<file path="src/rtl/vsrt_pkg.sv">
// Package: types, constants, sine table and fixed-point helpers for the vertex transform.
package vsrt_pkg;

    localparam int SINE_TABLE_BITS = 10;
    localparam int QUARTER         = 1 << (SINE_TABLE_BITS - 2);
    localparam int J_W             = SINE_TABLE_BITS - 1;
    localparam int COEF_W          = 16;
    localparam int QTBL_W          = (QUARTER + 1) * COEF_W;
    localparam int PIPE_DEPTH      = 9;
    localparam int ADDR_W          = 5;

    localparam logic [63:0] HALF_PI_Q62 = 64'h6487ED5110B4611B;

    typedef enum logic [2:0] {
        REG_SCALE    = 3'd0,
        REG_ANGLE_X  = 3'd1,
        REG_ANGLE_Y  = 3'd2,
        REG_ANGLE_Z  = 3'd3,
        REG_OFFSET_X = 3'd4,
        REG_OFFSET_Y = 3'd5,
        REG_OFFSET_Z = 3'd6
    } t_reg_idx;

    typedef struct packed {
        logic signed [31:0] x;
        logic signed [31:0] y;
        logic signed [31:0] z;
    } t_vec;

    typedef struct packed {
        logic signed [COEF_W-1:0] sin_v;
        logic signed [COEF_W-1:0] cos_v;
    } t_sc;

    typedef struct packed {
        t_sc ax;
        t_sc ay;
        t_sc az;
    } t_trig;

    typedef struct packed {
        logic signed [31:0] scale;
        t_vec               offset;
    } t_cfg;

    // (a * b) >> 62 for unsigned Q62 operands
    function automatic logic [63:0] f_mul_q62(input logic [63:0] a, input logic [63:0] b);
        logic [127:0] m;
        m = {64'd0, a} * {64'd0, b};
        return m[125:62];
    endfunction

    // sine of x in Q62, 0 <= x <= pi/2, Taylor series
    function automatic logic [63:0] f_sine_q62(input logic [63:0] x);
        logic [63:0] x2;
        logic [63:0] term;
        logic [63:0] sum;
        int          k;
        x2   = f_mul_q62(x, x);
        term = x;
        sum  = x;
        for (k = 1; k < 40 && term != 64'd0; k++) begin
            term = f_mul_q62(term, x2) / 64'((2 * k) * (2 * k + 1));
            if (k[0]) begin
                sum = sum - term;
            end else begin
                sum = sum + term;
            end
        end
        return sum;
    endfunction

    // quarter-wave table, Q2.14, evaluated at elaboration
    function automatic logic [QTBL_W-1:0] f_build_qsine();
        logic [QTBL_W-1:0] tbl;
        logic [63:0]       step;
        logic [63:0]       rem;
        logic [63:0]       x;
        logic [63:0]       s;
        int                j;
        tbl  = '0;
        step = HALF_PI_Q62 / QUARTER;
        rem  = HALF_PI_Q62 % QUARTER;
        for (j = 0; j <= QUARTER; j++) begin
            x = step * 64'(j) + (rem * 64'(j)) / QUARTER;
            s = f_sine_q62(x);
            s = (s + (64'd1 << 47)) >> 48;
            tbl[j*COEF_W +: COEF_W] = s[COEF_W-1:0];
        end
        return tbl;
    endfunction

    localparam logic [QTBL_W-1:0] QSINE_TBL = f_build_qsine();

    function automatic logic signed [COEF_W-1:0] f_tbl(
        input logic [SINE_TABLE_BITS-1:0] idx
    );
        logic [1:0]                 q;
        logic [SINE_TABLE_BITS-3:0] r;
        logic [J_W-1:0]             j;
        logic signed [COEF_W-1:0]   v;
        q = idx[SINE_TABLE_BITS-1 -: 2];
        r = idx[SINE_TABLE_BITS-3:0];
        j = q[0] ? (J_W'(QUARTER) - J_W'(r)) : J_W'(r);
        v = QSINE_TBL[j*COEF_W +: COEF_W];
        return q[1] ? -v : v;
    endfunction

    function automatic t_sc f_sincos(input logic [15:0] angle);
        logic [SINE_TABLE_BITS-1:0] idx;
        t_sc                        sc;
        idx      = angle[15 -: SINE_TABLE_BITS];
        sc.sin_v = f_tbl(idx);
        sc.cos_v = f_tbl(idx + SINE_TABLE_BITS'(QUARTER));
        return sc;
    endfunction

    function automatic logic signed [31:0] f_sat32(input logic signed [47:0] v);
        if (v > 48'sd2147483647) begin
            return 32'sh7FFFFFFF;
        end else if (v < -48'sd2147483648) begin
            return 32'sh80000000;
        end else begin
            return v[31:0];
        end
    endfunction

endpackage

</file>
<file path="src/rtl/vsrt_regs.sv">
// APB register file with registered sine/cosine lookup per axis.
module vsrt_regs
    import vsrt_pkg::*;
(
    input  logic              i_clk,
    input  logic              i_rst_n,
    input  logic              psel,
    input  logic              penable,
    input  logic              pwrite,
    input  logic [ADDR_W-1:0] paddr,
    input  logic [31:0]       pwdata,
    output logic [31:0]       prdata,
    output logic              pready,
    output t_cfg              o_cfg,
    output t_trig             o_trig
);

    logic [15:0] r_angle_x;
    logic [15:0] r_angle_y;
    logic [15:0] r_angle_z;
    t_cfg        r_cfg;
    t_trig       r_trig;
    t_reg_idx    w_idx;
    logic        w_wr;

    assign pready = 1'b1;
    assign w_idx  = t_reg_idx'(paddr[ADDR_W-1:2]);
    assign w_wr   = psel & penable & pwrite;

    always_ff @(posedge i_clk) begin
        if (!i_rst_n) begin
            r_cfg.scale    <= 32'sd65536;
            r_cfg.offset   <= '0;
            r_angle_x      <= '0;
            r_angle_y      <= '0;
            r_angle_z      <= '0;
        end else if (w_wr) begin
            unique case (w_idx)
                REG_SCALE:    r_cfg.scale    <= pwdata;
                REG_ANGLE_X:  r_angle_x      <= pwdata[15:0];
                REG_ANGLE_Y:  r_angle_y      <= pwdata[15:0];
                REG_ANGLE_Z:  r_angle_z      <= pwdata[15:0];
                REG_OFFSET_X: r_cfg.offset.x <= pwdata;
                REG_OFFSET_Y: r_cfg.offset.y <= pwdata;
                REG_OFFSET_Z: r_cfg.offset.z <= pwdata;
                default: ;
            endcase
        end
    end

    always_ff @(posedge i_clk) begin
        r_trig.ax <= f_sincos(r_angle_x);
        r_trig.ay <= f_sincos(r_angle_y);
        r_trig.az <= f_sincos(r_angle_z);
    end

    always_comb begin
        unique case (w_idx)
            REG_SCALE:    prdata = r_cfg.scale;
            REG_ANGLE_X:  prdata = {16'd0, r_angle_x};
            REG_ANGLE_Y:  prdata = {16'd0, r_angle_y};
            REG_ANGLE_Z:  prdata = {16'd0, r_angle_z};
            REG_OFFSET_X: prdata = r_cfg.offset.x;
            REG_OFFSET_Y: prdata = r_cfg.offset.y;
            REG_OFFSET_Z: prdata = r_cfg.offset.z;
            default:      prdata = '0;
        endcase
    end

    assign o_cfg  = r_cfg;
    assign o_trig = r_trig;

endmodule

</file>
<file path="config.mk">
export PLATFORM = sky130hd
export DESIGN_NAME = vsrt_regs
export DESIGN_NICKNAME = d
export VERILOG_FILES = /design/src/rtl/vsrt_pkg.sv /design/src/rtl/vsrt_regs.sv
export SDC_FILE = /design/constraint.sdc
export NUM_CORES = 2
export LEC_CHECK = 0
export BUFFER_PORTS_ARGS = -buffer_cell sky130_fd_sc_hd__buf_2
export CAP_MARGIN = 20
export CORE_MARGIN = 1
export CORE_UTILIZATION = 58
export DETAILED_ROUTE_END_ITERATION = 7
export PLACE_DENSITY = 0.92
export SLEW_MARGIN = 20
export SYNTH_ARGS = -nofsm -noshare
export SYNTH_HDL_FRONTEND = slang
export SYNTH_SLANG_ARGS = --single-unit
</file>
<file path="constraint.sdc">
create_clock -name i_clk -period 5.6 [get_ports i_clk]
set_input_delay 1.12 -clock i_clk [delete_from_list [all_inputs] [get_ports i_clk]]
set_output_delay 1.12 -clock i_clk [all_outputs]
set_load 0.05 [all_outputs]
</file>
==> flow_metrics.py, run 1 <==
metrics = {
    "yosys": {
        "seq_area_frac_synth_pct": 12.9,
        "synth_flop_cell": "dfxtp_1",
        "netlist-cell-type-count": 125,
        "yosysTopAreaCellShare_pct": 12.9,
        "avgSynthCellArea_um2": 6.59,
        "ys_seq_elements": 272,
        "synthesis.area_um2": 42100,
        "synth_warnings": 0,
        "synth.area.top_cells": "dfxtp_1, nand2_1, a21oi_1, o21ai_0, nor2_1",
        "yosys.area.top_type": "dfxtp_1",
        "synth_edf_count": 0,
        "synthArstFlopShare_pct": 0,
        "syn_inst": 6380,
        "synth_nets": 6482,
    },
    "status": {
        "lastStage": "global routing",
        "first-error": "[ERROR GRT-0116] Global routing finished with congestion. Check the congestion regions in the DRC Viewer.",
        "status": "did not finish",
    },
    "place": {
        "hpwl_um": 138000,
        "globalplace.congestion": 1.42,
        "io_buffer_count": 295,
    },
    "clocking": {
        "h-tree-depth": 2,
        "cts_root_buffer": "clkbuf_16",
        "cts_buffers": 34,
        "cts_resized": 0,
        "clock_path_buffers": 3,
        "cts_setup_buffers": 0,
        "ctsHoldBuffers": 0,
        "numClockSinks": 272,
    },
    "die": {
        "die_h_um": 271,
        "row_count": 98,
        "io_pins": 299,
        "initial_utilization_pct": 58.7,
        "die_w_um": 271,
    },
    "global_route": {
        "grt_use_total_pct": 60.9,
        "grt_overflow_total": 29,
        "grt_start_max_net_pins": 117,
        "grt_pass1_wl_um": 354000,
        "grt_pass1_vias": 59300,
    },
}
==> Yosys cell counts (51+ instances only) <==
cell      count
mux2i_1      56
o31ai_1      64
a21oi_1     566
a21boi_0    187
buf_2       281
dfxtp_1     272
o221ai_1     83
o211ai_1    152
a211oi_1    141
o22ai_1      78
nand2b_1     59
o311ai_0     51
a221oi_1     69
nand2_1     790
inv_1        55
ha_1         60
nand4_1      58
a31oi_1     132
o21ai_0     551
a311oi_1     68
buf_1        80
nor2_1      434
nor3_1      192
nand3_1     226
a22oi_1      98
xnor2_1     119
clkbuf_1    348
nor2b_1      61
==> cell families after synthesis <==
kind of cell,share of synthesized area (%)
AND/OR/NAND/NOR,23.6
AO/OA/AOI/OAI,46.5
adder cells (fa/ha/maj),1.79
flip-flops,12.9
other,0.00892
XOR/XNOR,3.84
buffers and inverters,8.64
multiplexers,2.64
==> per-stage QoR <==
step / util, % / setup slack [ns] / instance area, um^2 / instances / hold slack, ns
CTS: 62.8 / 0.428 / 45000 / 7205 / 0.469
detailed placement: 61.2 / 0.493 / 43800 / 7145 / 0.461
global placement: 61.2 / 0.709 / 43800 / 7145 / 0.454
floorplan: - / 0.221 / 42100 / 6380 / 0.443
==> routing by layer <==
layer	GRT overflow	GRT usage [%]
met1	1	64.1
met2	9	74.8
met3	0	50.9
met4	19	47.9
met5	0	20.5
==> inputs of run 2 (changes only) <==
- CORE_UTILIZATION: 58 -> 40
- PLACE_DENSITY: 0.92 -> unset
- PLACE_DENSITY_LB_ADDON: unset -> 0.15
- clock period: 5.6 -> 7.28 ns (I/O delays scaled with it)
==> run 2 against run 1 <==
The flow now finishes, with violations (DRC); synthesized cell count unchanged; synthesized area unchanged.
==> flow_metrics.py, run 2 <==
metrics = {
    "yosys": {
        "synth_warnings": 0,
        "netlist-cell-type-count": 125,
        "synth_nets": 6482,
        "syn_inst": 6380,
        "synthArstFlopShare_pct": 0,
        "yosysTopAreaCellShare_pct": 12.9,
        "synthesis.area_um2": 42100,
        "synth_edf_count": 0,
        "synthMostInstantiatedCell": "nand2_1",
        "synth_flop_cell": "dfxtp_1",
        "ys_seq_elements": 272,
        "synth.area.top_cells": "dfxtp_1, nand2_1, a21oi_1, o21ai_0, nor2_1",
        "seq_area_frac_synth_pct": 12.9,
        "avgSynthCellArea_um2": 6.59,
        "yosys.area.top_type": "dfxtp_1",
        "ys_top_cells_by_count": "nand2_1, a21oi_1, o21ai_0",
    },
    "timing": {
        "relSlewSlack_pct": 13.6,
        "fmax_mhz": 164,
        "finalHoldViolCount": 0,
        "tightest_slew_ns": 1.26,
        "min_period_ns": 6.11,
        "setup_viol": 0,
        "fin_crit_sh_pct": 83.9,
        "fin_tns_setup_ns": 0,
        "skew_ns": 0.0461,
        "rsz0062_at_grt": "false",
        "finalMaxSlewViolations": 0,
    },
    "finish": {
        "fillerInstances": 11000,
        "mostFrequentLayoutCells": "nand2_1, a21oi_1, o21ai_0",
        "regArea_um2": 5480,
        "drive_above_1_share_pct": 14.1,
        "largest_reg_flops": 128,
        "multi_input_area_um2": 33300,
        "synthToLayoutAreaGrowth_pct": 8.43,
        "num-nets-final": 6338,
        "final_common_cell": "nand2_1",
        "fin_area_um2": 45600,
    },
    "die": {
        "row_count": 118,
        "coreArea_um2": 104000,
        "die_h_um": 326,
        "die_w_um": 326,
        "initial_utilization_pct": 40.5,
        "io_pins": 299,
        "dieArea_um2": 106000,
    },
    "drt": {
        "vias_per_cell": 7.50,
        "vias": 57300,
        "firstDrtPassIters": 8,
        "wl_per_cell_um": 33.3,
        "ant_nets": 0,
        "drc": 1,
        "drtIter0Drc": 9890,
        "routed_wirelength_um": 255000,
    },
    "pwr": {
        "power_switching_mw": 1.58,
        "pwr-share-comb_pct": 23.7,
        "p_int_mw": 2.86,
        "power_leakage_nw": 16.2,
        "switching_share_pct": 35.5,
        "clkPwrFrac_pct": 41.8,
        "seqPwrFrac_pct": 34.5,
        "power_density_nw_per_um2": 97.4,
        "peakVddDrop_mv": 0.181,
    },
    "clocking": {
        "clock_latency_ns": 0.63,
        "clk_pin_slew_ns": 0.07,
        "cts_setup_buffers": 0,
        "cts_root_buffer": "clkbuf_16",
        "ctsHoldBuffers": 0,
        "numClockSinks": 272,
        "h-tree-depth": 2,
        "cts_tree": "yes",
        "cts_resized": 0,
        "cts_buffers": 34,
        "clock_path_buffers": 3,
    },
    "global_route": {
        "grt_use_total_pct": 45.0,
        "grt_start_max_net_pins": 106,
        "grt_overflow_total": 0,
        "grt_pass1_wl_um": 365000,
        "grt_pass1_vias": 50800,
        "antenna_found_initial": 20,
    },
    "flow_run": {
        "drv_cap": 0,
    },
    "worst_setup_path": {
        "cpMostUsedCell": "buf_4",
        "cp-start-kind": "register",
        "crit_path_top_delay_cell": "nor3_1",
        "worstSetupPathType": "reg2reg",
        "path_max_fanout": 46,
        "crit_chain": "buf_4 -> buf_4 -> o31ai_4 -> xnor2_4 -> inv_2 -> nor3_1 -> a2111oi_0 -> a31oi_1 -> o21a_1 -> o311ai_0 -> inv_1 -> ha_1 -> or3b_4 -> o31ai_1 -> xnor2_1",
        "critPathRequiredTime_ns": 7.73,
        "slowest_delay_ns": 1.05,
        "worstPathArrival_ns": 6.56,
        "crit_path_end_kind": "register",
    },
    "place": {
        "postPlaceCellArea_um2": 44400,
        "hpwl_um": 178000,
        "io_buffer_count": 295,
        "globalplace.congestion": 1.11,
    },
    "status": {
        "violations": "DRC",
        "status": "complete, but fails checks",
    },
    "min_path": {
        "hold_path.class": "reg2reg",
    },
}
-- run 2: cell counts after synthesis --
Identical to the previous run, type by type.
-- run 2: kinds of logic after synthesis --
logic type | count (synthesis) | share of synthesized area, %
AO/OA/AOI/OAI | 2845 | 46.5
AND/OR/NAND/NOR | 2108 | 23.6
buffers and inverters | 827 | 8.64
flip-flops | 272 | 12.9
XOR/XNOR | 171 | 3.84
multiplexers | 96 | 2.64
adder cells (fa/ha/maj) | 60 | 1.79
other | 1 | 0.00892
-- run 2: cell type report --
class	instances	share of cell area, %
Clock buffer	39	2.00
Antenna cell	10	0.0549
Timing Repair Buffer	571	7.87
Inverter	76	0.626
Clock inverter	21	0.595
Tap cell	1380	3.79
Multi-Input combinational cell	5281	73.1
Sequential cell	272	12.0
-- run 2: worst paths after layout --
kind | startpoint | end | slack, ns | depth (start not counted)
max | r_angle_y[6]$_SDFFE_PN0P_ | o_trig[60]$_DFF_P_ | 1.17 | 15
min reg2reg | r_angle_y[5]$_SDFFE_PN0P_ | r_angle_y[5]$_SDFFE_PN0P_ | 0.47 | 2
max reg2reg | r_angle_y[6]$_SDFFE_PN0P_ | o_trig[60]$_DFF_P_ | 1.17 | 15
min | r_angle_y[5]$_SDFFE_PN0P_ | r_angle_y[5]$_SDFFE_PN0P_ | 0.47 | 2
-- run 2: power by group through the flow --
stage | clock network (mW) | logic, mW | registers (mW)
after global placement | 0 | 1.00 | 1.56
after global routing | 1.93 | 1.09 | 1.53
after floorplan | 0 | 0.578 | 1.64
after detailed placement | 0 | 0.996 | 1.56
after CTS | 1.88 | 1.00 | 1.53
final | 1.86 | 1.05 | 1.53
-- run 2: per-stage QoR --
| step | power [mW] | util [%] | hold WS, ns | worst slack, ns | instances |
|---|---|---|---|---|---|
| 2_1_floorplan | 2.21 | - | 0.443 | 1.90 | 6380 |
| 3_3_place_gp | 2.57 | 42.7 | 0.452 | 1.55 | 7580 |
| 3_5_place_dp | 2.56 | 42.7 | 0.458 | 1.57 | 7580 |
| 4_1_cts | 4.41 | 43.8 | 0.466 | 1.52 | 7640 |
| 5_1_grt | 4.55 | 43.9 | 0.482 | 1.07 | 7644 |
| 6_report | 4.44 | 43.9 | 0.465 | 1.17 | 7650 |
-- run 2: layer usage --
layer | part of all wire (%) | wire, um | track usage [%] | vias to the layer above
met1 | 39 | 99900 | 60.1 | 27300
met4 | 5.7 | 14600 | 21.9 | 20
met2 | 40 | 102000 | 63.5 | 4935
met3 | 15 | 38100 | 15.8 | 961
li1 | - | - | - | 24200
met5 | 0.059 | 151 | 0 | -
-- run 2: critical path: cells and delay by family (launching register included) --
| kind | cells | cell delay [ns] |
|---|---|---|
| AO/OA/AOI/OAI | 6 | 1.50 |
| AND/OR/NAND/NOR | 2 | 1.50 |
| adder cells (fa/ha/maj) | 1 | 0.21 |
| XOR/XNOR | 2 | 0.73 |
| flip-flops | 1 | 0.33 |
| buffers and inverters | 4 | 1.66 |
Note: power is estimated with default switching activity, not from simulation.
