## config.mk

```make
export PLATFORM = sky130hd
export DESIGN_NAME = vsrt_xlate_flat
export DESIGN_NICKNAME = d
export VERILOG_FILES = /design/src/rtl/vsrt_pkg.sv /design/src/rtl/vsrt_out_if.sv /design/src/rtl/vsrt_xlate.sv /design/src/flat_wrapper.sv
export SDC_FILE = /design/constraint.sdc
export NUM_CORES = 1
export LEC_CHECK = 0
export BUFFER_PORTS_ARGS = -buffer_cell sky130_fd_sc_hd__buf_2
export CAP_MARGIN = 10
export CELL_PAD_IN_SITES_DETAIL_PLACEMENT = 0
export CELL_PAD_IN_SITES_GLOBAL_PLACEMENT = 2
export CORE_MARGIN = 4
export CORE_UTILIZATION = 30
export CTS_BUF_LIST = sky130_fd_sc_hd__clkbuf_16
export DETAILED_ROUTE_END_ITERATION = 8
export PLACE_DENSITY = 0.78
export REMOVE_ABC_BUFFERS = 1
export SLEW_MARGIN = 20
export SYNTH_ARGS = -nofsm -noshare
export SYNTH_HDL_FRONTEND = slang
export SYNTH_SLANG_ARGS = --single-unit
```

## constraint.sdc

```tcl
create_clock -name i_clk -period 7.3 [get_ports i_clk]
set_input_delay 2.19 -clock i_clk [delete_from_list [all_inputs] [get_ports i_clk]]
set_output_delay 2.19 -clock i_clk [all_outputs]
set_load 0.1 [all_outputs]
```

## src/rtl/vsrt_pkg.sv

```systemverilog
// Package: types, constants, sine table and fixed-point helpers for the vertex transform.
package vsrt_pkg;

    localparam int SINE_TABLE_BITS = 10;
    localparam int QUARTER         = 1 << (SINE_TABLE_BITS - 2);
    localparam int J_W             = SINE_TABLE_BITS - 1;
    localparam int COEF_W          = 16;
    localparam int QTBL_W          = (QUARTER + 1) * COEF_W;
    localparam int PIPE_DEPTH      = 9;
    localparam int ADDR_W          = 5;

    localparam logic [63:0] HALF_PI_Q62 = 64'h6487ED5110B4611B;

    typedef enum logic [2:0] {
        REG_SCALE    = 3'd0,
        REG_ANGLE_X  = 3'd1,
        REG_ANGLE_Y  = 3'd2,
        REG_ANGLE_Z  = 3'd3,
        REG_OFFSET_X = 3'd4,
        REG_OFFSET_Y = 3'd5,
        REG_OFFSET_Z = 3'd6
    } t_reg_idx;

    typedef struct packed {
        logic signed [31:0] x;
        logic signed [31:0] y;
        logic signed [31:0] z;
    } t_vec;

    typedef struct packed {
        logic signed [COEF_W-1:0] sin_v;
        logic signed [COEF_W-1:0] cos_v;
    } t_sc;

    typedef struct packed {
        t_sc ax;
        t_sc ay;
        t_sc az;
    } t_trig;

    typedef struct packed {
        logic signed [31:0] scale;
        t_vec               offset;
    } t_cfg;

    // (a * b) >> 62 for unsigned Q62 operands
    function automatic logic [63:0] f_mul_q62(input logic [63:0] a, input logic [63:0] b);
        logic [127:0] m;
        m = {64'd0, a} * {64'd0, b};
        return m[125:62];
    endfunction

    // sine of x in Q62, 0 <= x <= pi/2, Taylor series
    function automatic logic [63:0] f_sine_q62(input logic [63:0] x);
        logic [63:0] x2;
        logic [63:0] term;
        logic [63:0] sum;
        int          k;
        x2   = f_mul_q62(x, x);
        term = x;
        sum  = x;
        for (k = 1; k < 40 && term != 64'd0; k++) begin
            term = f_mul_q62(term, x2) / 64'((2 * k) * (2 * k + 1));
            if (k[0]) begin
                sum = sum - term;
            end else begin
                sum = sum + term;
            end
        end
        return sum;
    endfunction

    // quarter-wave table, Q2.14, evaluated at elaboration
    function automatic logic [QTBL_W-1:0] f_build_qsine();
        logic [QTBL_W-1:0] tbl;
        logic [63:0]       step;
        logic [63:0]       rem;
        logic [63:0]       x;
        logic [63:0]       s;
        int                j;
        tbl  = '0;
        step = HALF_PI_Q62 / QUARTER;
        rem  = HALF_PI_Q62 % QUARTER;
        for (j = 0; j <= QUARTER; j++) begin
            x = step * 64'(j) + (rem * 64'(j)) / QUARTER;
            s = f_sine_q62(x);
            s = (s + (64'd1 << 47)) >> 48;
            tbl[j*COEF_W +: COEF_W] = s[COEF_W-1:0];
        end
        return tbl;
    endfunction

    localparam logic [QTBL_W-1:0] QSINE_TBL = f_build_qsine();

    function automatic logic signed [COEF_W-1:0] f_tbl(
        input logic [SINE_TABLE_BITS-1:0] idx
    );
        logic [1:0]                 q;
        logic [SINE_TABLE_BITS-3:0] r;
        logic [J_W-1:0]             j;
        logic signed [COEF_W-1:0]   v;
        q = idx[SINE_TABLE_BITS-1 -: 2];
        r = idx[SINE_TABLE_BITS-3:0];
        j = q[0] ? (J_W'(QUARTER) - J_W'(r)) : J_W'(r);
        v = QSINE_TBL[j*COEF_W +: COEF_W];
        return q[1] ? -v : v;
    endfunction

    function automatic t_sc f_sincos(input logic [15:0] angle);
        logic [SINE_TABLE_BITS-1:0] idx;
        t_sc                        sc;
        idx      = angle[15 -: SINE_TABLE_BITS];
        sc.sin_v = f_tbl(idx);
        sc.cos_v = f_tbl(idx + SINE_TABLE_BITS'(QUARTER));
        return sc;
    endfunction

    function automatic logic signed [31:0] f_sat32(input logic signed [47:0] v);
        if (v > 48'sd2147483647) begin
            return 32'sh7FFFFFFF;
        end else if (v < -48'sd2147483648) begin
            return 32'sh80000000;
        end else begin
            return v[31:0];
        end
    endfunction

endpackage

```

## src/rtl/vsrt_out_if.sv

```systemverilog
// Output channel: one transformed vertex word with valid/ready.
interface vsrt_out_if;
    logic               valid;
    logic               ready;
    logic signed [31:0] out_x;
    logic signed [31:0] out_y;
    logic signed [31:0] out_z;

    modport source (output valid, output out_x, output out_y, output out_z, input ready);
    modport sink   (input valid, input out_x, input out_y, input out_z, output ready);
endinterface

```

## src/rtl/vsrt_xlate.sv

```systemverilog
// Output stage: add offset, saturate, hold the result word for the sink.
module vsrt_xlate
    import vsrt_pkg::*;
(
    input  logic i_clk,
    input  logic i_rst_n,
    input  logic i_valid,
    output logic o_ready,
    input  t_vec i_vec,
    input  t_vec i_offset,
    vsrt_out_if.source o_out
);

    logic               r_v;
    t_vec               r_vec;
    logic signed [47:0] w_x;
    logic signed [47:0] w_y;
    logic signed [47:0] w_z;
    logic               w_en;

    assign w_en    = ~r_v | o_out.ready;
    assign o_ready = w_en;

    assign w_x = i_vec.x + i_offset.x;
    assign w_y = i_vec.y + i_offset.y;
    assign w_z = i_vec.z + i_offset.z;

    always_ff @(posedge i_clk) begin
        if (!i_rst_n) begin
            r_v <= 1'b0;
        end else if (w_en) begin
            r_v <= i_valid;
        end
    end

    always_ff @(posedge i_clk) begin
        if (w_en) begin
            r_vec.x <= f_sat32(w_x);
            r_vec.y <= f_sat32(w_y);
            r_vec.z <= f_sat32(w_z);
        end
    end

    assign o_out.valid = r_v;
    assign o_out.out_x = r_vec.x;
    assign o_out.out_y = r_vec.y;
    assign o_out.out_z = r_vec.z;

endmodule

```

## src/flat_wrapper.sv

```systemverilog
// flat-port wrapper written by rule: the top's interface ports become plain ports
module vsrt_xlate_flat import vsrt_pkg::*;
  (i_clk, i_rst_n, i_valid, o_ready, i_vec, i_offset, o_out_valid, o_out_out_x, o_out_out_y, o_out_out_z, o_out_ready);
  vsrt_out_if o_out_i ();
  input  logic i_clk;
  input  logic i_rst_n;
  input  logic i_valid;
  output logic o_ready;
  input  t_vec i_vec;
  input  t_vec i_offset;
  output wire logic [$bits(o_out_i.valid)-1:0] o_out_valid;
  output wire logic [$bits(o_out_i.out_x)-1:0] o_out_out_x;
  output wire logic [$bits(o_out_i.out_y)-1:0] o_out_out_y;
  output wire logic [$bits(o_out_i.out_z)-1:0] o_out_out_z;
  input wire logic [$bits(o_out_i.ready)-1:0] o_out_ready;
  assign o_out_valid = o_out_i.valid;
  assign o_out_out_x = o_out_i.out_x;
  assign o_out_out_y = o_out_i.out_y;
  assign o_out_out_z = o_out_i.out_z;
  assign o_out_i.ready = o_out_ready;
  vsrt_xlate u_core (.i_clk(i_clk), .i_rst_n(i_rst_n), .i_valid(i_valid), .o_ready(o_ready), .i_vec(i_vec), .i_offset(i_offset), .o_out(o_out_i));
endmodule
```

==> summary.md, run 1 <==
| Metric | Value |
|---|---|
| Status | `finished, final reports clean` |
| First-pass GRT wire length | `42000 microns` |
| Post-Syn Instances | `914` |
| FF-to-FF setup slack | `5.25 ns` |
| Largest net degree at the start of global routing | `58` |
| Netlist cell types | `72` |
| Worst r2r src | `u_core.o_out.valid` |
| Core ar. | `28000 sq um` |
| IO Pins | `294` |
| First-pass iteration count of the detailed router | `5` |
| Global-route usage over all layers | `16.7%` |
| Worst slew margin | `38.3%` |
| H-Tree Depth | `3` |
| Reg2Reg Depth | `3` |
| Detail Route Antenna Nets | `0` |
| Global route total overflow | `0` |
| R2R Path End | `u_core.o_out.out_x[3]` |
| CTS Buf Count | `9` |
| CP delay by family, top | `compound AO/OA/AOI/OAI gates` |
| Initial antenna violation count | `3` |
| WP data required | `7.35 ns` |
| Fin area | `10700 sq um` |
| Fin worst setup slack | `1.77 ns` |
| WHS Path Cells | `2` |
| Least-Margin Pin Slew | `0.923 ns` |
| Crit-path slowest cell | `a21oi_4` |
| Pwr Density | `302 nW/um^2` |
| Final hold vios | `0` |
| Port Buffers | `293` |
| Clk_skew | `0.00523 ns` |
| YS warnings | `0` |
| Minimum clock period after layout | `5.53 ns` |
| Static Leakage | `0.00483 uW` |
| Count of buffer and inverter cells on the critical path | `2` |
| Post-Syn Area | `8580 sq um` |
| Routed wire length | `27400 microns` |
| GP Congestion | `0.867` |
| Clock transition at the registers of the reported paths | `0.07 ns` |
| Post-CTS Resized | `0` |
| Post-CTS Hold Buffers | `0` |
| Placed cell area | `10400 sq um` |
| M1 WL | `12500 microns` |
| Worst Path Max Fanout | `28` |
| Root Driver | `clkbuf_16` |
| Initial core utilization | `30.6%` |
| Post-place setup slack | `1.35 ns` |
| Sequential-to-total area share from yosys stat | `33.8%` |
| Setup violators final | `0` |
| DRT iter0 DRCs | `518` |
| Routed vias/inst | `5.03` |
| CTS tree | `yes` |
| Clk_lat worst skew | `0.34 ns` |
| Maximum vdd drop | `0.177 mV` |
| Share of layout cells above drive strength 1 | `28.5%` |
| DR WL/cell | `17.4 microns` |
| Via count | `7908` |
| Vias in the first global route | `7794` |
| Post-synthesis register bit count | `97` |
| Worst-path cell chain | `buf_2, ha_1, inv_1, fa_1, nand2b_1, a21oi_1, o311a_1, a221o_2, a31oi_4, o21ai_4, o2111ai_2, a32oi_4, a21oi_4, o21ai_0` |
| Critical Path Source Type | `input port` |
| Fmax | `181 MHz` |
| Fin nets | `1484` |
| Post-DP HPWL | `22900 microns` |
| CP arrival | `5.58 ns` |
| Post-route DRC | `0` |
| # clock sinks | `97` |
| Number of max-cap violations | `0` |
| # rows | `61` |
| Worst Hold End | `u_core.o_out.out_x[29]` |
| Post-synth ARST share | `0%` |
| Die Area | `31400 sq um` |
| Avg Inst Size Synth | `9.38 sq um` |
| Top Layer Used | `met4` |
| Post-CTS Setup Bufs | `0` |
| Met2 WL | `12900 microns` |
| Post-route clock period utilization | `75.8%` |
| DR WL met3 | `1660 microns` |
| Crit path kind | `input port to register` |
| Die width | `177 microns` |
| RSZ-0062 raised after global routing | `false` |
| Tot Pwr | `3230 uW` |
| HP Start | `u_core.o_out.valid` |
| Area growth from synthesis to layout | `24.6%` |
| Worst setup EP type | `register` |
| Final Slew Violations | `0` |
| Die H | `177 microns` |
| Critical Path Max Stage Delay | `0.72 ns` |
| CP Launch Point | `i_vec[64]` |
| Ys flop type | `edfxtp_1` |
| Hold crit path type | `register to register` |
| Number of synthesized flops with an enable pin | `96` |
| Clk buf depth | `2` |
| Util after Layout | `38.1%` |
logic make-up after synthesis:
logic type	synth area share, %
adder cells (fa/ha/maj)	15.4
multiplexers	0.131
flip-flops	33.8
AND/OR/NAND/NOR	11.4
XOR/XNOR	8.77
buffers and inverters	3.15
AO/OA/AOI/OAI	27.3
flip-flops by register name, summed over array words and instances, names as in the netlist:
name	cells
u_core.o_out.out_z	32
u_core.o_out.out_x	32
u_core.o_out.out_y	32
u_core.o_out.valid	1
layout make-up:
| cell class | instances | area, sq um |
|---|---|---|
| multi-input combinational | 755 | 5410 |
| fill | 2967 | 17300 |
| inverter | 30 | 113 |
| timing repair buffer | 296 | 1490 |
| antenna | 2 | 5.00 |
| sequential | 97 | 2900 |
| clock buffer | 9 | 225 |
| tap | 378 | 473 |
| clock inverter | 6 | 61.3 |
worst max path at each step:
stage,cells past startpoint,to
floorplan,1,o_ready
global placement,14,u_core.o_out.out_x[3]
detailed placement,14,u_core.o_out.out_z[17]
CTS,14,u_core.o_out.out_z[17]
global route,14,u_core.o_out.out_x[30]
finish,14,u_core.o_out.out_x[11]
through the flow:
step / setup TNS, ns / cells / hold WS [ns]
floorplan: -0.120 / 882 / 2.33
global placement: 0 / 1556 / 1.04
detailed placement: 0 / 1556 / 1.04
CTS: 0 / 1571 / 1.06
global route: 0 / 1573 / 1.08
finish: 0 / 1573 / 1.04
cells in the final DEF, fill, tap and decap left out, types with 11 or more instances in the layout:
| master | count |
|---|---|
| o21bai_1 | 11 |
| nor2_1 | 37 |
| xnor2_1 | 39 |
| inv_1 | 30 |
| edfxtp_1 | 96 |
| and3_1 | 13 |
| o21ai_0 | 82 |
| xor2_1 | 45 |
| a21oi_1 | 124 |
| nor2b_1 | 12 |
| nand3_1 | 26 |
| o21a_1 | 11 |
| buf_2 | 293 |
| a21o_1 | 55 |
| nand2_1 | 58 |
| ha_1 | 96 |
routing by layer:
| layer | track usage [%] | vias to the layer above |
|---|---|---|
| li1 | - | 4017 |
| met1 | 23.0 | 3637 |
| met2 | 27.5 | 232 |
| met3 | 3.08 | 22 |
| met4 | 3.90 | 0 |
| met5 | 0 | - |
worst min-delay path, cell delays in order, from the launching register on:
cell      delay [ns]
dfxtp_1         0.38
nand2b_4        0.11
buf_4           0.32
cells in the mapped netlist (all sizes together) (5+ instances only):
cell type / n / share of area, %
maj3: 6 / 0.70
and3: 13 / 0.95
nor2b: 12 / 0.88
nor3: 8 / 0.47
o21a: 11 / 0.96
o21bai: 11 / 0.96
nand4: 10 / 0.73
o21ai: 97 / 6.2
nand2: 58 / 2.5
o211ai: 9 / 0.79
xor2: 46 / 4.8
nand2b: 11 / 0.80
nand3b: 5 / 0.44
a211oi: 8 / 0.70
edfxtp: 96 / 34
a31oi: 11 / 0.98
a21oi: 126 / 7.6
clkbuf: 21 / 0.93
nand3: 27 / 1.6
a21o: 55 / 4.8
ha: 96 / 14
inv: 30 / 1.3
nor2: 38 / 1.7
xnor2: 39 / 4.0
buf: 11 / 0.90
power breakdown:
| group | internal (uW) | switching, uW |
|---|---|---|
| registers | 802 | 48.6 |
| logic | 380 | 1530 |
| clock network | 263 | 208 |
| total | 1440 | 1790 |
No activity file was read; power rests on OpenSTA's default activity.
==> run 2: changes to the inputs <==
Settings changed: CORE_UTILIZATION 30 to 27, PLACE_DENSITY 0.78 to 0.74.
Clock period 7.3 ns to 4.44 ns, I/O delays scaled along.
==> summary.md, run 2 (synthesized netlist as in run 1, its figures left out) <==
| Metric | Value |
|---|---|
| Status | `finished, final reports clean` |
| Clk_lat worst skew | `0.35 ns (about the same)` |
| First-pass GRT wire length | `42700 microns (+1.9%)` |
| Area growth from synthesis to layout | `28.7%` |
| Global-route usage over all layers | `15.6% (-1.1 points)` |
| # rows | `64 (+4.9%)` |
| GP Congestion | `0.860 (-0.86%)` |
| Maximum vdd drop | `0.249 mV (+40%)` |
| WP data required | `4.52 ns (-2.83 ns)` |
| Placed cell area | `10700 sq um (+3.3%)` |
| Die Area | `34700 sq um (+11%)` |
| Commonest non-fill, non-tap cell in the layout | `buf_2` |
| First-pass iteration count of the detailed router | `5 (unchanged)` |
| Crit path kind | `input port to register` |
| Fmax | `242 MHz` |
| Die H | `186 microns (+5.2%)` |
| Via count | `8025 (+1.5%)` |
| CTS Buf Count | `9 (unchanged)` |
| Die width | `186 microns (+5.2%)` |
| Initial core utilization | `27.7% (-2.9 points)` |
| Vias in the first global route | `7851 (+0.73%)` |
| Post-route DRC | `0 (unchanged)` |
| Worst Path Max Fanout | `24 (-14%)` |
| Global route total overflow | `0 (unchanged)` |
| Core ar. | `31000 sq um (+11%)` |
| Share of layout cells above drive strength 1 | `30.4% (+1.9 points)` |
| DR WL/cell | `17.6 microns (+1.2%)` |
| Worst slew margin | `51.1% (+13 points)` |
| Hold crit path type | `register to register` |
| Routed vias/inst | `4.95 (-1.6%)` |
| Post-route clock period utilization | `93.1%` |
| Post-DP HPWL | `23600 microns (+3.5%)` |
| Critical Path Max Stage Delay | `0.40 ns (-0.32 ns)` |
| Clk_skew | `0.00686 ns (+0.00163 ns)` |
| Setup violators final | `0 (unchanged)` |
| Minimum clock period after layout | `4.13 ns` |
| Post-CTS Setup Bufs | `0 (unchanged)` |
| Crit-path slowest cell | `a221o_2` |
| Initial antenna violation count | `4 (+1)` |
| Minimum hold slack | `1.06 ns (+0.0273 ns)` |
| RSZ-0062 raised after global routing | `false` |
| Final Slew Violations | `0 (unchanged)` |
| Routed wire length | `28600 microns (+4.4%)` |
| Root Driver | `clkbuf_16` |
| Port Buffers | `293 (unchanged)` |
| Pwr Density | `492 nW/um^2 (+63%)` |
| Final hold vios | `0 (unchanged)` |
| IO Pins | `294 (unchanged)` |
| Fin area | `11000 sq um (+3.3%)` |
| Clock transition at the registers of the reported paths | `0.08 ns (about the same)` |
| Static Leakage | `0.00501 uW (+3.7%)` |
| Post-CTS Hold Buffers | `0 (unchanged)` |
| DRT iter0 DRCs | `485 (-6.4%)` |
| Fin nets | `1516 (+2.2%)` |
| # clock sinks | `97 (unchanged)` |
| CP arrival | `4.22 ns (-1.36 ns)` |
| Number of max-cap violations | `0 (unchanged)` |
| H-Tree Depth | `3 (unchanged)` |
| Largest net degree at the start of global routing | `53 (-8.6%)` |
| Least-Margin Pin Slew | `0.734 ns (-0.189 ns)` |
| Detail Route Antenna Nets | `0 (unchanged)` |
| Worst setup EP type | `register` |
| Most frequent cells in the layout | `buf_2 (293), a21oi_1 (124), ha_1 (96), edfxtp_1 (96), o21ai_0 (82)` |
| Critical Path Source Type | `input port` |
| CTS tree | `yes` |
| Worst-path cell chain | `buf_2, ha_1, inv_1, fa_1, nand2b_1, a21oi_1, o311a_1, a221o_2, a31oi_4, o21ai_4, o2111ai_2, a32oi_4, a21oi_4, buf_12, o21ai_0` |
| Clk buf depth | `2 (unchanged)` |
-- run 2: worst max-delay path, delay by kind of cell --
family	cells	cell delay (ns)
fa+ha+maj	2	0.40
compound gates	9	1.94
simple gates	1	0.13
buf+inv	3	0.38
-- run 2: layout make-up --
class	instances	area [sq um]
fill	3265	20000
multi-input combinational	755	5430
inverter	30	113
clock buffer	9	225
sequential	97	2900
timing repair buffer	328	1800
tap	396	495
clock inverter	6	67.6
antenna	1	2.50
-- run 2: where the power goes --
| part | internal, uW | switching [uW] |
|---|---|---|
| logic | 690 | 2530 |
| registers | 1320 | 83.2 |
| clock network | 438 | 371 |
| total | 2440 | 2990 |
-- run 2: timing repair --
| action | in CTS | in global routing |
|---|---|---|
| setup endpoints to repair | 0 | 31 |
| endpoints found under the hold margin | 0 | 0 |
| gates resized for setup | 0 | 2 |
-- run 2: stage by stage --
| step | utilization [%] | std cells | TNS (ns) | worst slack [ns] | power, uW |
|---|---|---|---|---|---|
| CTS | 35.6 | 1621 | 0 | 0.207 | 5490 |
| detailed placement | 34.6 | 1606 | -4.67 | -0.180 | 4660 |
| global placement | 34.6 | 1606 | -0.476 | -0.0238 | 4660 |
| floorplan | - | 882 | -44.05 | -1.26 | 3950 |
| global route | 35.6 | 1622 | 0 | 0.0756 | 5690 |
| finish | 35.6 | 1622 | 0 | 0.307 | 5430 |
-- run 2: final timing paths --
path / depth (start not counted) / slack [ns] / endpoint / startpoint
max reg2reg: 3 / 2.32 / u_core.o_out.out_z[23] / u_core.o_out.valid
max: 15 / 0.31 / u_core.o_out.out_x[6] / i_vec[64]
min reg2reg: 2 / 1.06 / u_core.o_out.out_x[22] / u_core.o_out.valid
min: 2 / 1.06 / u_core.o_out.out_x[22] / u_core.o_out.valid
-- run 2: routing by layer --
layer | GRT usage (%) | wire, microns | share of wire, %
met4 | 4.11 | 469 | 1.6
met3 | 2.63 | 1740 | 6.1
met5 | 0 | 28 | 0.098
met2 | 25.7 | 13400 | 47
met1 | 21.5 | 13000 | 46
==> run 3: changes to the inputs <==
==> constraint.sdc (replaced) <==
create_clock -name i_clk -period 4.44 [get_ports i_clk]
set_input_delay 0.444 -clock i_clk [delete_from_list [all_inputs] [get_ports i_clk]]
set_output_delay 0.444 -clock i_clk [all_outputs]
set_load 0.1 [all_outputs]
==> summary.md, run 3 (synthesized netlist as in run 1, its figures left out) <==
| Metric | Value |
|---|---|
| Critical Path Source Type | `input port` |
| Clock transition at the registers of the reported paths | `0.08 ns (about the same)` |
| Post-route DRC | `0 (unchanged)` |
| Root Driver | `clkbuf_16` |
| Global-route usage over all layers | `15.8% (+0.20 points)` |
| Placed cell area | `10500 sq um (-2.5%)` |
| Critical Path Max Stage Delay | `0.57 ns (+0.17 ns)` |
| Minimum clock period after layout | `3.61 ns (-0.524 ns)` |
| Least-Margin Pin Slew | `0.724 ns (-0.00951 ns)` |
| Die H | `186 microns (unchanged)` |
| Static Leakage | `0.00483 uW (-3.5%)` |
| CTS tree | `yes` |
| Fin worst setup slack | `0.830 ns (+0.524 ns)` |
| Post-CTS Hold Buffers | `0 (unchanged)` |
| Detail Route Antenna Nets | `0 (unchanged)` |
| Worst-path cell chain | `buf_2, ha_1, inv_1, fa_1, nor2b_1, o31ai_1, a31oi_1, a21o_1, o31ai_2, o31a_1, o21ai_0, a221oi_1, mux2_2, o21ai_0` |
| Status | `finished, final reports clean` |
| Post-CTS Resized | `0 (unchanged)` |
| Fin nets | `1488 (-1.8%)` |
| CP most frequent cell | `o21ai_0` |
| Post-route clock period utilization | `81.3% (-12 points)` |
| Fmax | `277 MHz (+15%)` |
| IO Pins | `294 (unchanged)` |
| # clock sinks | `97 (unchanged)` |
| Pwr Density | `497 nW/um^2 (+1.0%)` |
| Port Buffers | `293 (unchanged)` |
| Most frequent cells in the layout | `buf_2 (293), a21oi_1 (124), ha_1 (96), edfxtp_1 (96), o21ai_0 (82)` |
| Die Area | `34700 sq um (unchanged)` |
| Area growth from synthesis to layout | `25.2%` |
| Fin area | `10700 sq um (-2.7%)` |
| First-pass iteration count of the detailed router | `7 (+2)` |
| Util after Layout | `34.6% (-0.98 points)` |
| Initial core utilization | `27.7% (unchanged)` |
| Clk_lat worst skew | `0.35 ns (about the same)` |
| Number of max-cap violations | `0 (unchanged)` |
| Post-DP HPWL | `23500 microns (-0.56%)` |
| Vias in the first global route | `7923 (+0.92%)` |
| CTS Buf Count | `9 (unchanged)` |
| RSZ-0062 raised after global routing | `false` |
| Minimum hold slack | `0.329 ns (-0.736 ns)` |
| Post-CTS Setup Bufs | `0 (unchanged)` |
| Placed insts | `1578 (-1.7%)` |
| DRT iter0 DRCs | `449 (-7.4%)` |
| Core ar. | `31000 sq um (unchanged)` |
| Reg2Reg Depth | `2 (-1)` |
| Crit-path slowest cell | `mux2_2` |
| First-pass GRT wire length | `43400 microns (+1.6%)` |
| WP data required | `4.50 ns (-0.02 ns)` |
| Worst Hold End | `u_core.o_out.valid` |
| HP Start | `i_valid` |
| Routed vias/inst | `4.99 (+0.87%)` |
| Initial antenna violation count | `2 (-2)` |
| Final Non-Filler Cells | `1594 (-1.7%)` |
| # fillers | `3270 (+0.15%)` |
| H-Tree Depth | `3 (unchanged)` |
| GP Congestion | `0.866 (+0.76%)` |
| # rows | `64 (unchanged)` |
| Worst Path Max Fanout | `31 (+29%)` |
| Final hold vios | `0 (unchanged)` |
| Via count | `7955 (-0.87%)` |
| Global route total overflow | `0 (unchanged)` |
| Crit path kind | `input port to register` |
| Routed wire length | `28600 microns (-0.10%)` |
| Ant diodes | `0 (-1)` |
| Final Slew Violations | `0 (unchanged)` |
| Worst r2r src | `u_core.o_out.valid` |
| Largest net degree at the start of global routing | `55 (+3.8%)` |
| DR WL/cell | `17.9 microns (+1.6%)` |
| Worst setup EP type | `register` |
| CP arrival | `3.67 ns (-0.55 ns)` |
| FF-to-FF setup slack | `2.85 ns (+0.53 ns)` |
| WHS Path Cells | `3 (+1)` |
| R2R Path End | `u_core.o_out.out_z[31]` |
| Clk_skew | `0.0128 ns (+0.00591 ns)` |
| Share of layout cells above drive strength 1 | `28.8% (-1.7 points)` |
| Hold crit path type | `input port to register` |
| Commonest non-fill, non-tap cell in the layout | `buf_2` |
| Die width | `186 microns (unchanged)` |
| Maximum vdd drop | `0.271 mV (+9.1%)` |
| Worst slew margin | `51.7% (+0.63 points)` |
| Post-place setup slack | `0.406 ns (+0.586 ns)` |
| Setup violators final | `0 (unchanged)` |
| Clk buf depth | `2 (unchanged)` |
==> run 3: per-stage QoR <==
stage	total power [uW]	TNS, ns
floorplan	3950	-8.10
global placement	4600	0
detailed placement	4600	0
CTS	5390	0
global route	5600	0
finish	5340	0
==> run 3: worst max path at each step <==
stage / to / slack [ns] / start / depth (start not counted)
finish: u_core.o_out.out_y[10] / 0.83 / i_vec[32] / 14
global route: u_core.o_out.out_y[11] / 0.36 / i_vec[32] / 14
CTS: u_core.o_out.out_y[5] / 0.79 / i_vec[32] / 14
detailed placement: u_core.o_out.out_y[5] / 0.41 / i_vec[32] / 14
global placement: u_core.o_out.out_y[9] / 0.62 / i_vec[32] / 14
floorplan: u_core.o_out.out_x[0] / -0.08 / u_core.o_out.valid / 1
==> run 3: per-layer routing <==
| metal | GRT usage (%) | up-vias | wire length (microns) |
|---|---|---|---|
| met5 | 0 | - | 23 |
| li1 | - | 4015 | - |
| met1 | 21.9 | 3686 | 13200 |
| met3 | 3.23 | 18 | 1700 |
| met4 | 2.27 | 4 | 245 |
| met2 | 26.3 | 232 | 13500 |
==> run 3: worst max-delay path, delay by kind of cell <==
family / cells / cell delay, ns
fa+ha+maj: 2 / 0.47
mux: 1 / 0.57
simple gates: 1 / 0.09
buf+inv: 2 / 0.17
compound gates: 8 / 1.91
==> run 3: cell type report <==
type / count / area, sq um / area share, %
timing repair buffer: 300 / 1530 / 14.3
clock inverter: 7 / 55.1 / 0.513
clock buffer: 9 / 225 / 2.10
tap: 396 / 495 / 4.62
multi-input combinational: 755 / 5410 / 50.4
sequential: 97 / 2900 / 27.0
inverter: 30 / 113 / 1.05
==> run 3: report_power, final <==
part / internal, uW / switching [uW]
registers: 1320 / 92.7
clock network: 386 / 388
logic: 635 / 2520
total: 2340 / 3000
